**config.mk**
```make
export PLATFORM = sky130hd
export DESIGN_NAME = workgroup_order_remap_top
export DESIGN_NICKNAME = d
export VERILOG_FILES = /design/src/hw/rtl/wor_pkg.sv /design/src/hw/rtl/workgroup_order_remap_top.sv
export SDC_FILE = /design/constraint.sdc
export NUM_CORES = 2
export LEC_CHECK = 0
export ABC_AREA = 1
export BUFFER_PORTS_ARGS = -buffer_cell sky130_fd_sc_hd__clkbuf_2
export CAP_MARGIN = 20
export CELL_PAD_IN_SITES_DETAIL_PLACEMENT = 2
export CELL_PAD_IN_SITES_GLOBAL_PLACEMENT = 2
export CORE_ASPECT_RATIO = 0.5
export CORE_MARGIN = 2
export CORE_UTILIZATION = 40
export CTS_BUF_LIST = sky130_fd_sc_hd__clkbuf_8
export DETAILED_ROUTE_END_ITERATION = 10
export GPL_TIMING_DRIVEN = 0
export PLACE_DENSITY = 0.85
export SLEW_MARGIN = 20
export SYNTH_ARGS = -nofsm -noshare
export SYNTH_HDL_FRONTEND = slang
export SYNTH_SLANG_ARGS = --single-unit
```
**constraint.sdc**
```tcl
create_clock -name clk_i -period 25 [get_ports clk_i]
set_input_delay 5 -clock clk_i [delete_from_list [all_inputs] [get_ports clk_i]]
set_output_delay 5 -clock clk_i [all_outputs]
set_load 0.005 [all_outputs]
```
**src/hw/rtl/wor_pkg.sv**
```systemverilog
`default_nettype none

package wor_pkg;

  // Widths of the id, its fields and the configuration values.
  localparam int ID_BITS         = 16;
  localparam int CNT_BITS        = 12;
  localparam int MODE_BITS       = 5;
  localparam int TPG_BITS        = 5;
  localparam int CHUNK_BITS      = 5;
  localparam int MAC_BITS        = ID_BITS - CHUNK_BITS;
  localparam int CFG_INDEX_BITS  = 2;
  localparam int CFG_DATA_BITS   = CNT_BITS;

  // Stages of the streaming divider, one quotient bit each.
  localparam int DIV_STAGES      = ID_BITS;

  // Iterations of the M-group count divider.
  localparam int NG_DIV_BITS     = CNT_BITS + 1;
  localparam int NG_CNT_BITS     = $clog2(NG_DIV_BITS);

  // Configuration register indexes.
  typedef enum logic [CFG_INDEX_BITS-1:0] {
    CFG_ORDER_MODE      = 2'd0,
    CFG_TILES_M         = 2'd1,
    CFG_TILES_N         = 2'd2,
    CFG_TILES_PER_GROUP = 2'd3
  } cfg_index_e;

  // Ordering modes. Codes that are not listed pass the id through.
  localparam logic [MODE_BITS-1:0] MODE_R4X8_NF   = 5'd1;
  localparam logic [MODE_BITS-1:0] MODE_R4X8_MF   = 5'd2;
  localparam logic [MODE_BITS-1:0] MODE_R8X4_NF   = 5'd3;
  localparam logic [MODE_BITS-1:0] MODE_R8X4_MF   = 5'd4;
  localparam logic [MODE_BITS-1:0] MODE_NMAJOR    = 5'd5;
  localparam logic [MODE_BITS-1:0] MODE_SW16      = 5'd6;
  localparam logic [MODE_BITS-1:0] MODE_SW8       = 5'd7;
  localparam logic [MODE_BITS-1:0] MODE_SW4       = 5'd8;
  localparam logic [MODE_BITS-1:0] MODE_XOR_LM    = 5'd11;
  localparam logic [MODE_BITS-1:0] MODE_XOR_LM15  = 5'd12;
  localparam logic [MODE_BITS-1:0] MODE_GRAY      = 5'd13;
  localparam logic [MODE_BITS-1:0] MODE_XOR_MAC   = 5'd14;
  localparam logic [MODE_BITS-1:0] MODE_SPLIT1    = 5'd15;
  localparam logic [MODE_BITS-1:0] MODE_SPLIT2    = 5'd16;
  localparam logic [MODE_BITS-1:0] MODE_SPLIT3    = 5'd17;
  localparam logic [MODE_BITS-1:0] MODE_REV       = 5'd18;
  localparam logic [MODE_BITS-1:0] MODE_ROT1      = 5'd19;
  localparam logic [MODE_BITS-1:0] MODE_ROT2      = 5'd20;
  localparam logic [MODE_BITS-1:0] MODE_ROT3      = 5'd21;

  // Shape conditions derived from the configuration.
  typedef struct packed {
    logic even_4x8;
    logic even_8x4;
    logic has_groups;
    logic exact;
  } shape_t;

endpackage

`default_nettype wire

```
**src/hw/rtl/workgroup_order_remap_top.sv**
```systemverilog
`default_nettype none

// A result passes through the input stage, the 16-stage streaming divider and
// the compose, multiply and output stages.
// Throughput: one item per cycle while no M-group count divide is running; a
// stalled output holds the whole pipeline. After any configuration write the
// input is held off while the M-group count is divided out one bit per cycle.
// Reset: registers take their reset values and the pipeline is empty.
module workgroup_order_remap_top
  import wor_pkg::*;
(
  input  wire logic                      clk_i,
  input  wire logic                      rst_ni,
  // Configuration write channel.
  input  wire logic                      cfg_valid_i,
  output logic                           cfg_ready_o,
  input  wire logic [CFG_INDEX_BITS-1:0] cfg_index_i,
  input  wire logic [CFG_DATA_BITS-1:0]  cfg_data_i,
  // Input items.
  input  wire logic                      s_axis_tvalid,
  output logic                           s_axis_tready,
  input  wire logic [ID_BITS-1:0]        s_axis_tdata,   // [15:0] dispatch_id
  // Result items.
  output logic                           m_axis_tvalid,
  input  wire logic                      m_axis_tready,
  output logic [ID_BITS-1:0]             m_axis_tdata,   // [15:0] logical_id
  output logic                           m_axis_tuser    // [0] remap_applied
);

  // Configuration registers.
  logic [MODE_BITS-1:0] order_mode_q;
  logic [CNT_BITS-1:0]  tiles_m_q;
  logic [CNT_BITS-1:0]  tiles_n_q;
  logic [TPG_BITS-1:0]  tiles_per_group_q;
  logic                 cfg_fire;

  assign cfg_ready_o = 1'b1;
  assign cfg_fire    = cfg_valid_i && cfg_ready_o;

  always_ff @(posedge clk_i or negedge rst_ni) begin
    if (!rst_ni) begin
      order_mode_q      <= '0;
      tiles_m_q         <= CNT_BITS'(1);
      tiles_n_q         <= CNT_BITS'(1);
      tiles_per_group_q <= TPG_BITS'(1);
    end else if (cfg_fire) begin
      unique case (cfg_index_e'(cfg_index_i))
        CFG_ORDER_MODE:      order_mode_q      <= cfg_data_i[MODE_BITS-1:0];
        CFG_TILES_M:         tiles_m_q         <= cfg_data_i[CNT_BITS-1:0];
        CFG_TILES_N:         tiles_n_q         <= cfg_data_i[CNT_BITS-1:0];
        CFG_TILES_PER_GROUP: tiles_per_group_q <= cfg_data_i[TPG_BITS-1:0];
        default: ;
      endcase
    end
  end

  // M-group count: ceil(tiles_m / tiles_per_group), one quotient bit a cycle.
  logic [TPG_BITS-1:0]    tpg_eff;
  logic [NG_DIV_BITS-1:0] ng_dividend;
  logic                   ng_start_q;
  logic                   ng_busy_q;
  logic [NG_CNT_BITS-1:0] ng_cnt_q;
  logic [TPG_BITS-1:0]    ng_rem_q;
  logic [NG_DIV_BITS-1:0] ng_x_q;
  logic [CNT_BITS-1:0]    ng_q;
  logic [TPG_BITS:0]      ng_trial;
  logic                   ng_ge;
  logic [TPG_BITS-1:0]    ng_rem_d;
  logic [NG_DIV_BITS-1:0] ng_x_d;

  assign tpg_eff     = (tiles_per_group_q == '0) ? TPG_BITS'(1) : tiles_per_group_q;
  assign ng_dividend = NG_DIV_BITS'(tiles_m_q) + NG_DIV_BITS'(tpg_eff)
                       - NG_DIV_BITS'(1);

  always_comb begin
    ng_trial = {ng_rem_q, ng_x_q[NG_DIV_BITS-1]};
    ng_ge    = ng_trial >= {1'b0, tpg_eff};
    ng_rem_d = ng_ge ? TPG_BITS'(ng_trial - {1'b0, tpg_eff})
                     : ng_trial[TPG_BITS-1:0];
    ng_x_d   = {ng_x_q[NG_DIV_BITS-2:0], ng_ge};
  end

  always_ff @(posedge clk_i or negedge rst_ni) begin
    if (!rst_ni) begin
      ng_start_q <= 1'b0;
      ng_busy_q  <= 1'b0;
      ng_cnt_q   <= '0;
      ng_q       <= CNT_BITS'(1);
    end else if (cfg_fire) begin
      ng_start_q <= 1'b1;
      ng_busy_q  <= 1'b1;
    end else if (ng_start_q) begin
      ng_start_q <= 1'b0;
      ng_cnt_q   <= '0;
    end else if (ng_busy_q) begin
      ng_cnt_q <= ng_cnt_q + NG_CNT_BITS'(1);
      if (ng_cnt_q == NG_CNT_BITS'(NG_DIV_BITS - 1)) begin
        ng_busy_q <= 1'b0;
        ng_q      <= ng_x_d[CNT_BITS-1:0];
      end
    end
  end

  // Divider datapath registers need no reset.
  always_ff @(posedge clk_i) begin
    if (ng_start_q) begin
      ng_rem_q <= '0;
      ng_x_q   <= ng_dividend;
    end else if (ng_busy_q) begin
      ng_rem_q <= ng_rem_d;
      ng_x_q   <= ng_x_d;
    end
  end

  // Shape conditions and the divisor of the streaming divider.
  shape_t              shape;
  logic [CNT_BITS-1:0] div_d;
  logic                mode_nmajor;

  always_comb begin
    shape.even_4x8   = (ng_q[1:0] == 2'd0) && (tiles_n_q[2:0] == 3'd0)
                       && (tiles_n_q != '0);
    shape.even_8x4   = (ng_q[2:0] == 3'd0) && (tiles_n_q[1:0] == 2'd0)
                       && (tiles_n_q != '0);
    shape.has_groups = ng_q != '0;
    shape.exact      = (ng_q == CNT_BITS'(8)) && (tiles_n_q == CNT_BITS'(32));
  end

  assign mode_nmajor = order_mode_q == MODE_NMAJOR;

  always_comb begin
    case (order_mode_q) inside
      MODE_R4X8_NF, MODE_R4X8_MF: div_d = tiles_n_q >> 3;
      MODE_R8X4_NF, MODE_R8X4_MF: div_d = tiles_n_q >> 2;
      default:                    div_d = ng_q;
    endcase
  end

  // Pipeline advance: everything moves unless a result waits at the output.
  logic out_valid_q;
  logic adv;
  logic s_fire;

  assign adv           = !out_valid_q || m_axis_tready;
  assign s_axis_tready = adv && !ng_busy_q;
  assign s_fire        = s_axis_tvalid && s_axis_tready;

  // Input stage.
  logic               in_valid_q;
  logic [ID_BITS-1:0] in_pid_q;

  always_ff @(posedge clk_i or negedge rst_ni) begin
    if (!rst_ni) begin
      in_valid_q <= 1'b0;
    end else if (adv) begin
      in_valid_q <= s_fire;
    end
  end

  always_ff @(posedge clk_i) begin
    if (adv) begin
      in_pid_q <= s_axis_tdata;
    end
  end

  // Streaming divider: chunk index (or id in N-major mode) by the divisor.
  logic [DIV_STAGES-1:0] dv_valid_q;
  logic [CNT_BITS-1:0]   dv_rem_q [DIV_STAGES];
  logic [ID_BITS-1:0]    dv_x_q   [DIV_STAGES];
  logic [ID_BITS-1:0]    dv_pid_q [DIV_STAGES];
  logic [ID_BITS-1:0]    dv_first_x;

  assign dv_first_x = mode_nmajor ? in_pid_q
                                  : ID_BITS'(in_pid_q[ID_BITS-1:CHUNK_BITS]);

  for (genvar s = 0; s < DIV_STAGES; s++) begin : g_div
    logic [CNT_BITS-1:0] rem_in;
    logic [ID_BITS-1:0]  x_in;
    logic [ID_BITS-1:0]  pid_in;
    logic                valid_in;
    logic [CNT_BITS:0]   trial;
    logic                ge;
    logic [CNT_BITS-1:0] rem_d;
    logic [ID_BITS-1:0]  x_d;

    if (s == 0) begin : g_head
      assign rem_in   = '0;
      assign x_in     = dv_first_x;
      assign pid_in   = in_pid_q;
      assign valid_in = in_valid_q;
    end else begin : g_body
      assign rem_in   = dv_rem_q[s-1];
      assign x_in     = dv_x_q[s-1];
      assign pid_in   = dv_pid_q[s-1];
      assign valid_in = dv_valid_q[s-1];
    end

    // One restoring step: shift in a dividend bit, subtract if it fits.
    always_comb begin
      trial = {rem_in, x_in[ID_BITS-1]};
      ge    = trial >= {1'b0, div_d};
      rem_d = ge ? CNT_BITS'(trial - {1'b0, div_d}) : trial[CNT_BITS-1:0];
      x_d   = {x_in[ID_BITS-2:0], ge};
    end

    always_ff @(posedge clk_i or negedge rst_ni) begin
      if (!rst_ni) begin
        dv_valid_q[s] <= 1'b0;
      end else if (adv) begin
        dv_valid_q[s] <= valid_in;
      end
    end

    always_ff @(posedge clk_i) begin
      if (adv) begin
        dv_rem_q[s] <= rem_d;
        dv_x_q[s]   <= x_d;
        dv_pid_q[s] <= pid_in;
      end
    end
  end

  // Compose stage: M-group and N tile per mode.
  logic [ID_BITS-1:0]    qt;
  logic [CNT_BITS-1:0]   rm;
  logic [ID_BITS-1:0]    cp_pid;
  logic [MAC_BITS-1:0]   mac;
  logic [CHUNK_BITS-1:0] loc;
  logic                  lm;
  logic [3:0]            rn;
  logic [3:0]            pn;
  logic [ID_BITS-1:0]    mg_d;
  logic [ID_BITS-1:0]    n_d;
  logic                  ok_d;

  assign qt     = dv_x_q[DIV_STAGES-1];
  assign rm     = dv_rem_q[DIV_STAGES-1];
  assign cp_pid = dv_pid_q[DIV_STAGES-1];
  assign mac    = cp_pid[ID_BITS-1:CHUNK_BITS];
  assign loc    = cp_pid[CHUNK_BITS-1:0];

  // Local M bit and remaining N bits of the swizzle modes.
  always_comb begin
    case (order_mode_q)
      MODE_SPLIT1: begin
        lm = loc[1];
        rn = {loc[4:2], loc[0]};
      end
      MODE_SPLIT2: begin
        lm = loc[2];
        rn = {loc[4:3], loc[1:0]};
      end
      MODE_SPLIT3: begin
        lm = loc[3];
        rn = {loc[4], loc[2:0]};
      end
      default: begin
        lm = loc[4];
        rn = loc[3:0];
      end
    endcase
  end

  // Permutation of the N bits.
  always_comb begin
    case (order_mode_q)
      MODE_XOR_LM:   pn = rn ^ {lm, 3'b000};
      MODE_XOR_LM15: pn = rn ^ {4{lm}};
      MODE_GRAY:     pn = rn ^ (rn >> 1);
      MODE_XOR_MAC:  pn = rn ^ {mac[1], 3'b000};
      MODE_REV:      pn = {rn[0], rn[1], rn[2], rn[3]};
      MODE_ROT1:     pn = {rn[2:0], rn[3]};
      MODE_ROT2:     pn = {rn[1:0], rn[3:2]};
      MODE_ROT3:     pn = {rn[0], rn[3:1]};
      default:       pn = rn;
    endcase
  end

  always_comb begin
    mg_d = '0;
    n_d  = '0;
    ok_d = 1'b0;
    unique case (order_mode_q) inside
      MODE_R4X8_NF: begin
        mg_d = ID_BITS'({qt, loc[4:3]});
        n_d  = ID_BITS'({rm, loc[2:0]});
        ok_d = shape.even_4x8;
      end
      MODE_R4X8_MF: begin
        mg_d = ID_BITS'({qt, loc[1:0]});
        n_d  = ID_BITS'({rm, loc[4:2]});
        ok_d = shape.even_4x8;
      end
      MODE_R8X4_NF: begin
        mg_d = ID_BITS'({qt, loc[4:2]});
        n_d  = ID_BITS'({rm, loc[1:0]});
        ok_d = shape.even_8x4;
      end
      MODE_R8X4_MF: begin
        mg_d = ID_BITS'({qt, loc[2:0]});
        n_d  = ID_BITS'({rm, loc[4:3]});
        ok_d = shape.even_8x4;
      end
      MODE_NMAJOR: begin
        mg_d = ID_BITS'(rm);
        n_d  = qt;
        ok_d = shape.has_groups;
      end
      MODE_SW16: begin
        mg_d = ID_BITS'({mac[MAC_BITS-1:1], loc[4]});
        n_d  = ID_BITS'({mac[0], loc[3:0]});
        ok_d = shape.exact;
      end
      MODE_SW8: begin
        mg_d = ID_BITS'({mac[MAC_BITS-1:2], loc[4:3]});
        n_d  = ID_BITS'({mac[1:0], loc[2:0]});
        ok_d = shape.exact;
      end
      MODE_SW4: begin
        mg_d = ID_BITS'(loc[4:2]);
        n_d  = ID_BITS'({mac, loc[1:0]});
        ok_d = shape.exact;
      end
      MODE_XOR_LM, MODE_XOR_LM15, MODE_GRAY, MODE_XOR_MAC, MODE_SPLIT1,
      MODE_SPLIT2, MODE_SPLIT3, MODE_REV, MODE_ROT1, MODE_ROT2, MODE_ROT3: begin
        mg_d = ID_BITS'({mac[MAC_BITS-1:1], lm});
        n_d  = ID_BITS'({mac[0], pn});
        ok_d = shape.exact;
      end
      default: ;
    endcase
  end

  logic               cm_valid_q;
  logic [ID_BITS-1:0] cm_mg_q;
  logic [ID_BITS-1:0] cm_n_q;
  logic [ID_BITS-1:0] cm_pid_q;
  logic               cm_ok_q;

  always_ff @(posedge clk_i or negedge rst_ni) begin
    if (!rst_ni) begin
      cm_valid_q <= 1'b0;
    end else if (adv) begin
      cm_valid_q <= dv_valid_q[DIV_STAGES-1];
    end
  end

  always_ff @(posedge clk_i) begin
    if (adv) begin
      cm_mg_q  <= mg_d;
      cm_n_q   <= n_d;
      cm_pid_q <= cp_pid;
      cm_ok_q  <= ok_d;
    end
  end

  // Multiply stage: M-group times tiles_n, kept to the id width.
  logic [ID_BITS-1:0] prod_lo;
  logic               ml_valid_q;
  logic [ID_BITS-1:0] ml_prod_q;
  logic [ID_BITS-1:0] ml_n_q;
  logic [ID_BITS-1:0] ml_pid_q;
  logic               ml_ok_q;

  assign prod_lo = cm_mg_q * ID_BITS'(tiles_n_q);

  always_ff @(posedge clk_i or negedge rst_ni) begin
    if (!rst_ni) begin
      ml_valid_q <= 1'b0;
    end else if (adv) begin
      ml_valid_q <= cm_valid_q;
    end
  end

  always_ff @(posedge clk_i) begin
    if (adv) begin
      ml_prod_q <= prod_lo;
      ml_n_q    <= cm_n_q;
      ml_pid_q  <= cm_pid_q;
      ml_ok_q   <= cm_ok_q;
    end
  end

  // Output stage: add the N tile or pass the id through.
  logic [ID_BITS-1:0] out_id_q;
  logic               out_ok_q;

  always_ff @(posedge clk_i or negedge rst_ni) begin
    if (!rst_ni) begin
      out_valid_q <= 1'b0;
    end else if (adv) begin
      out_valid_q <= ml_valid_q;
    end
  end

  always_ff @(posedge clk_i) begin
    if (adv) begin
      out_id_q <= ml_ok_q ? (ml_prod_q + ml_n_q) : ml_pid_q;
      out_ok_q <= ml_ok_q;
    end
  end

  assign m_axis_tvalid = out_valid_q;
  assign m_axis_tdata  = out_id_q;
  assign m_axis_tuser  = out_ok_q;

endmodule

`default_nettype wire
```
==> results.toml <==
[run_status]
status = "complete, but fails checks"
violations = "max-capacitance violations, max-slew violations"

[place]
port_buffers = 53
post-dp-hpwl_um = 133800
pre_cts_slack_ns = 14.14
gp_congestion = 0.8645

[timing]
min_period_over_period_pct = 43.69
finalMaxSlewViolations = 2
max_slew_margin_pct = -11.38
finalHoldViolCount = 0
whs_ns = 0.3968
setup_tns_ns = 0
max_freq_mhz = 91.55
fin_ws_ns = 14.08
tightest_slew_ns = 1.659
final-setup-viol-count = 0
rsz0062_at_grt = "false"
layout_min_cycle_time_ns = 10.92
fin_worst_skew_ns = 0.06624

[final_layout]
syn2layout_area_growth_pct = 11.43
layout_commonest_cell = "nand2_1"
drive_gt1_share_pct = 7.430
nets = 4829
layout_common_cells = "nand2_1 (948), edfxtp_1 (848), inv_1 (547)"
post-route-util_pct = 44.81
nFillCells = 11830

[clocking]
post_cts_buffers = 0
hold_buffers = 0
cts_buffers = 143
path_clk_slew_ns = 0.09
cts_root_buf = "clkbuf_8"
cts_tree = "done"
clockBufferDepth = 3
clk_latency_ns = 0.93
cts-htree-levels = 4
post_cts_resized = 0
cts.sinks = 925

[grt]
grt_pass1_vias = 42350
grt_pass1_wl_um = 321900
grt_usage_pct = 38.13
gr-total-overflow = 0
antenna_found_initial = 76
grt_max_degree = 106

[die]
ios = 55
num_rows = 88
core_mm2 = 0.1150
initial_core_util_pct = 40.22
chipHeight_um = 244.4
dieArea_mm2 = 0.1185
die_w_um = 484.8

[min_path]
worstHoldPathType = "flop to flop"
worstHoldPathCells = 0
hold_start = "dv_pid_q[1][13]"
holdPathEnd = "dv_pid_q[1][29]"

[route]
met3_length_um = 28020
via_count = 40500
drc = 0
wl_met1_um = 79430
drt_wl_total_um = 244100
wl_met2_um = 108700
wl_per_cell_um = 39.90
ant_nets = 0
vias_per_cell = 6.619
drt-initial-drc-count = 6286
dr.max_layer_used = "met5"
first_pass_iters = 9

[logic_synthesis]
seq_area_frac_synth_pct = 59.21
async_reset_ff_share_pct = 7.784
synthFlopType = "edfxtp_1"
netlist_area_mm2 = 0.04623
synth_cells = 4231
synth-edff-count = 848
ys_types = 55
synth_nets = 4616
ys_warn_count = 0
syn_area_per_cell_um2 = 10.93
synth_seq_cells = 925

[setup_path]
critPathCaptureType = "primary output"
crit-reg2reg-capture = "dv_rem_q[1][95]"
timing.rr.start = "order_mode_q[1]"
rrSetupSlack_ns = 17.74
critPathMaxFanout = 10
cp-startpoint = "m_axis_tready"
start_kind = "input pin"
worstRegToRegCells = 18
crit_type = "input pin to primary output"
critical_path_required_ns = 20.00
cp.arrival_ns = 5.92

[power_and_ir_drop]
ir_drop_mv = 0.08773
p_total_mw = 7.789
clockPowerShare_pct = 17.9
power.internal_mw = 3.805
p_per_area_mw_per_mm2 = 151.2
p_switching_mw = 3.984
seq_power_share_pct = 32.4
p_comb_share_pct = 49.7
power_leakage_nw = 22.70
switching_share_pct = 51.15

[job]
drv_cap = 1
[state kept, by name (all words and copies together), names as in the netlist, 13 cells and up]
signal and flops:
ng_x_q 13, g_div.pid_in 16, ml_n_q 16, dv_pid_q 256, ml_pid_q 16, m_axis_tdata 16, dv_x_q 256, g_div.valid_in 16
ml_prod_q 16, cm_pid_q 16, dv_rem_q 192, cm_mg_q 16, cm_n_q 16
[critical path: stages]
cell	delay [ns]
clkbuf_2	0.08
nor2_1	0.17
clkbuf_1	0.39
nor2_1	0.14
clkbuf_2	0.14
[Yosys cell counts (33+ instances only)]
cell,instances,share of area (%)
a21o_1,33,0.54
a21oi_1,255,2.8
a31oi_1,34,0.46
clkbuf_1,62,0.50
dfrtp_1,68,3.7
edfxtp_1,848,55
fa_1,97,4.2
ha_1,253,6.8
inv_1,493,4.0
nand2_1,951,7.7
nand3_1,194,2.1
nand4_1,49,0.66
nor2_1,313,2.5
o21ai_0,197,2.1
xnor2_1,69,1.3
xor2_1,89,1.7
[power by group through the flow]
stage	Combinational, mW	Clock [mW]	Sequential, mW
floorplan	2.02	0	2.27
global placement	2.69	0	2.35
detailed placement	3.19	0	2.44
CTS	3.49	1.33	2.45
global route	4.08	1.42	2.51
finish	3.87	1.39	2.52
[kinds of logic (layout without fill, tap and decap cells)]
logic type | count (synthesis) | after routing | share of synthesized area (%)
compound gates | 608 | 608 | 7.354
other cells | 1 | 40 | 0.008112
fa+ha+maj | 350 | 350 | 11.05
xor+xnor | 158 | 158 | 2.993
buf+inv | 591 | 909 | 4.945
flops | 925 | 925 | 59.21
simple gates | 1598 | 1598 | 14.44
[how the worst max path moves through the flow]
stage | end | slack, ns | depth (start not counted)
2_1_floorplan | cm_mg_q[0] | 8.57 | 3
3_5_place_dp | s_axis_tready | 14.14 | 5
5_1_grt | s_axis_tready | 13.97 | 5
3_3_place_gp | g_div[0].pid_in[11] | 4.73 | 4
4_1_cts | s_axis_tready | 14.06 | 5
6_report | s_axis_tready | 14.08 | 5
[layout make-up]
class / instances / area, um2 / share of cell area, %
repair buffers: 68 / 620.6 / 1.205
flip-flops and latches: 925 / 27370 / 53.14
plain buffers: 91 / 416.7 / 0.8088
well taps: 1530 / 1914 / 3.716
diodes: 39 / 97.59 / 0.1895
multi-input cells: 2715 / 16630 / 32.28
clock buffers: 153 / 2106 / 4.088
inverters: 500 / 1879 / 3.648
clock inverters: 97 / 480.5 / 0.9327
[through the flow]
stage / area [um2] / std cells
after floorplan: 46230 / 4231
after global placement: 48410 / 5814
after detailed placement: 48770 / 5827
after CTS: 51360 / 6077
after global routing: 51430 / 6085
final: 51510 / 6118
[per-layer routing]
metal  track usage (%)  vias to the layer above
li1                  -                    14970
met1             40.37                    20050
met2             61.30                     3763
met3             14.59                     1675
met4             30.40                       48
met5                 0                        -
(Power assumes the default switching activity.)
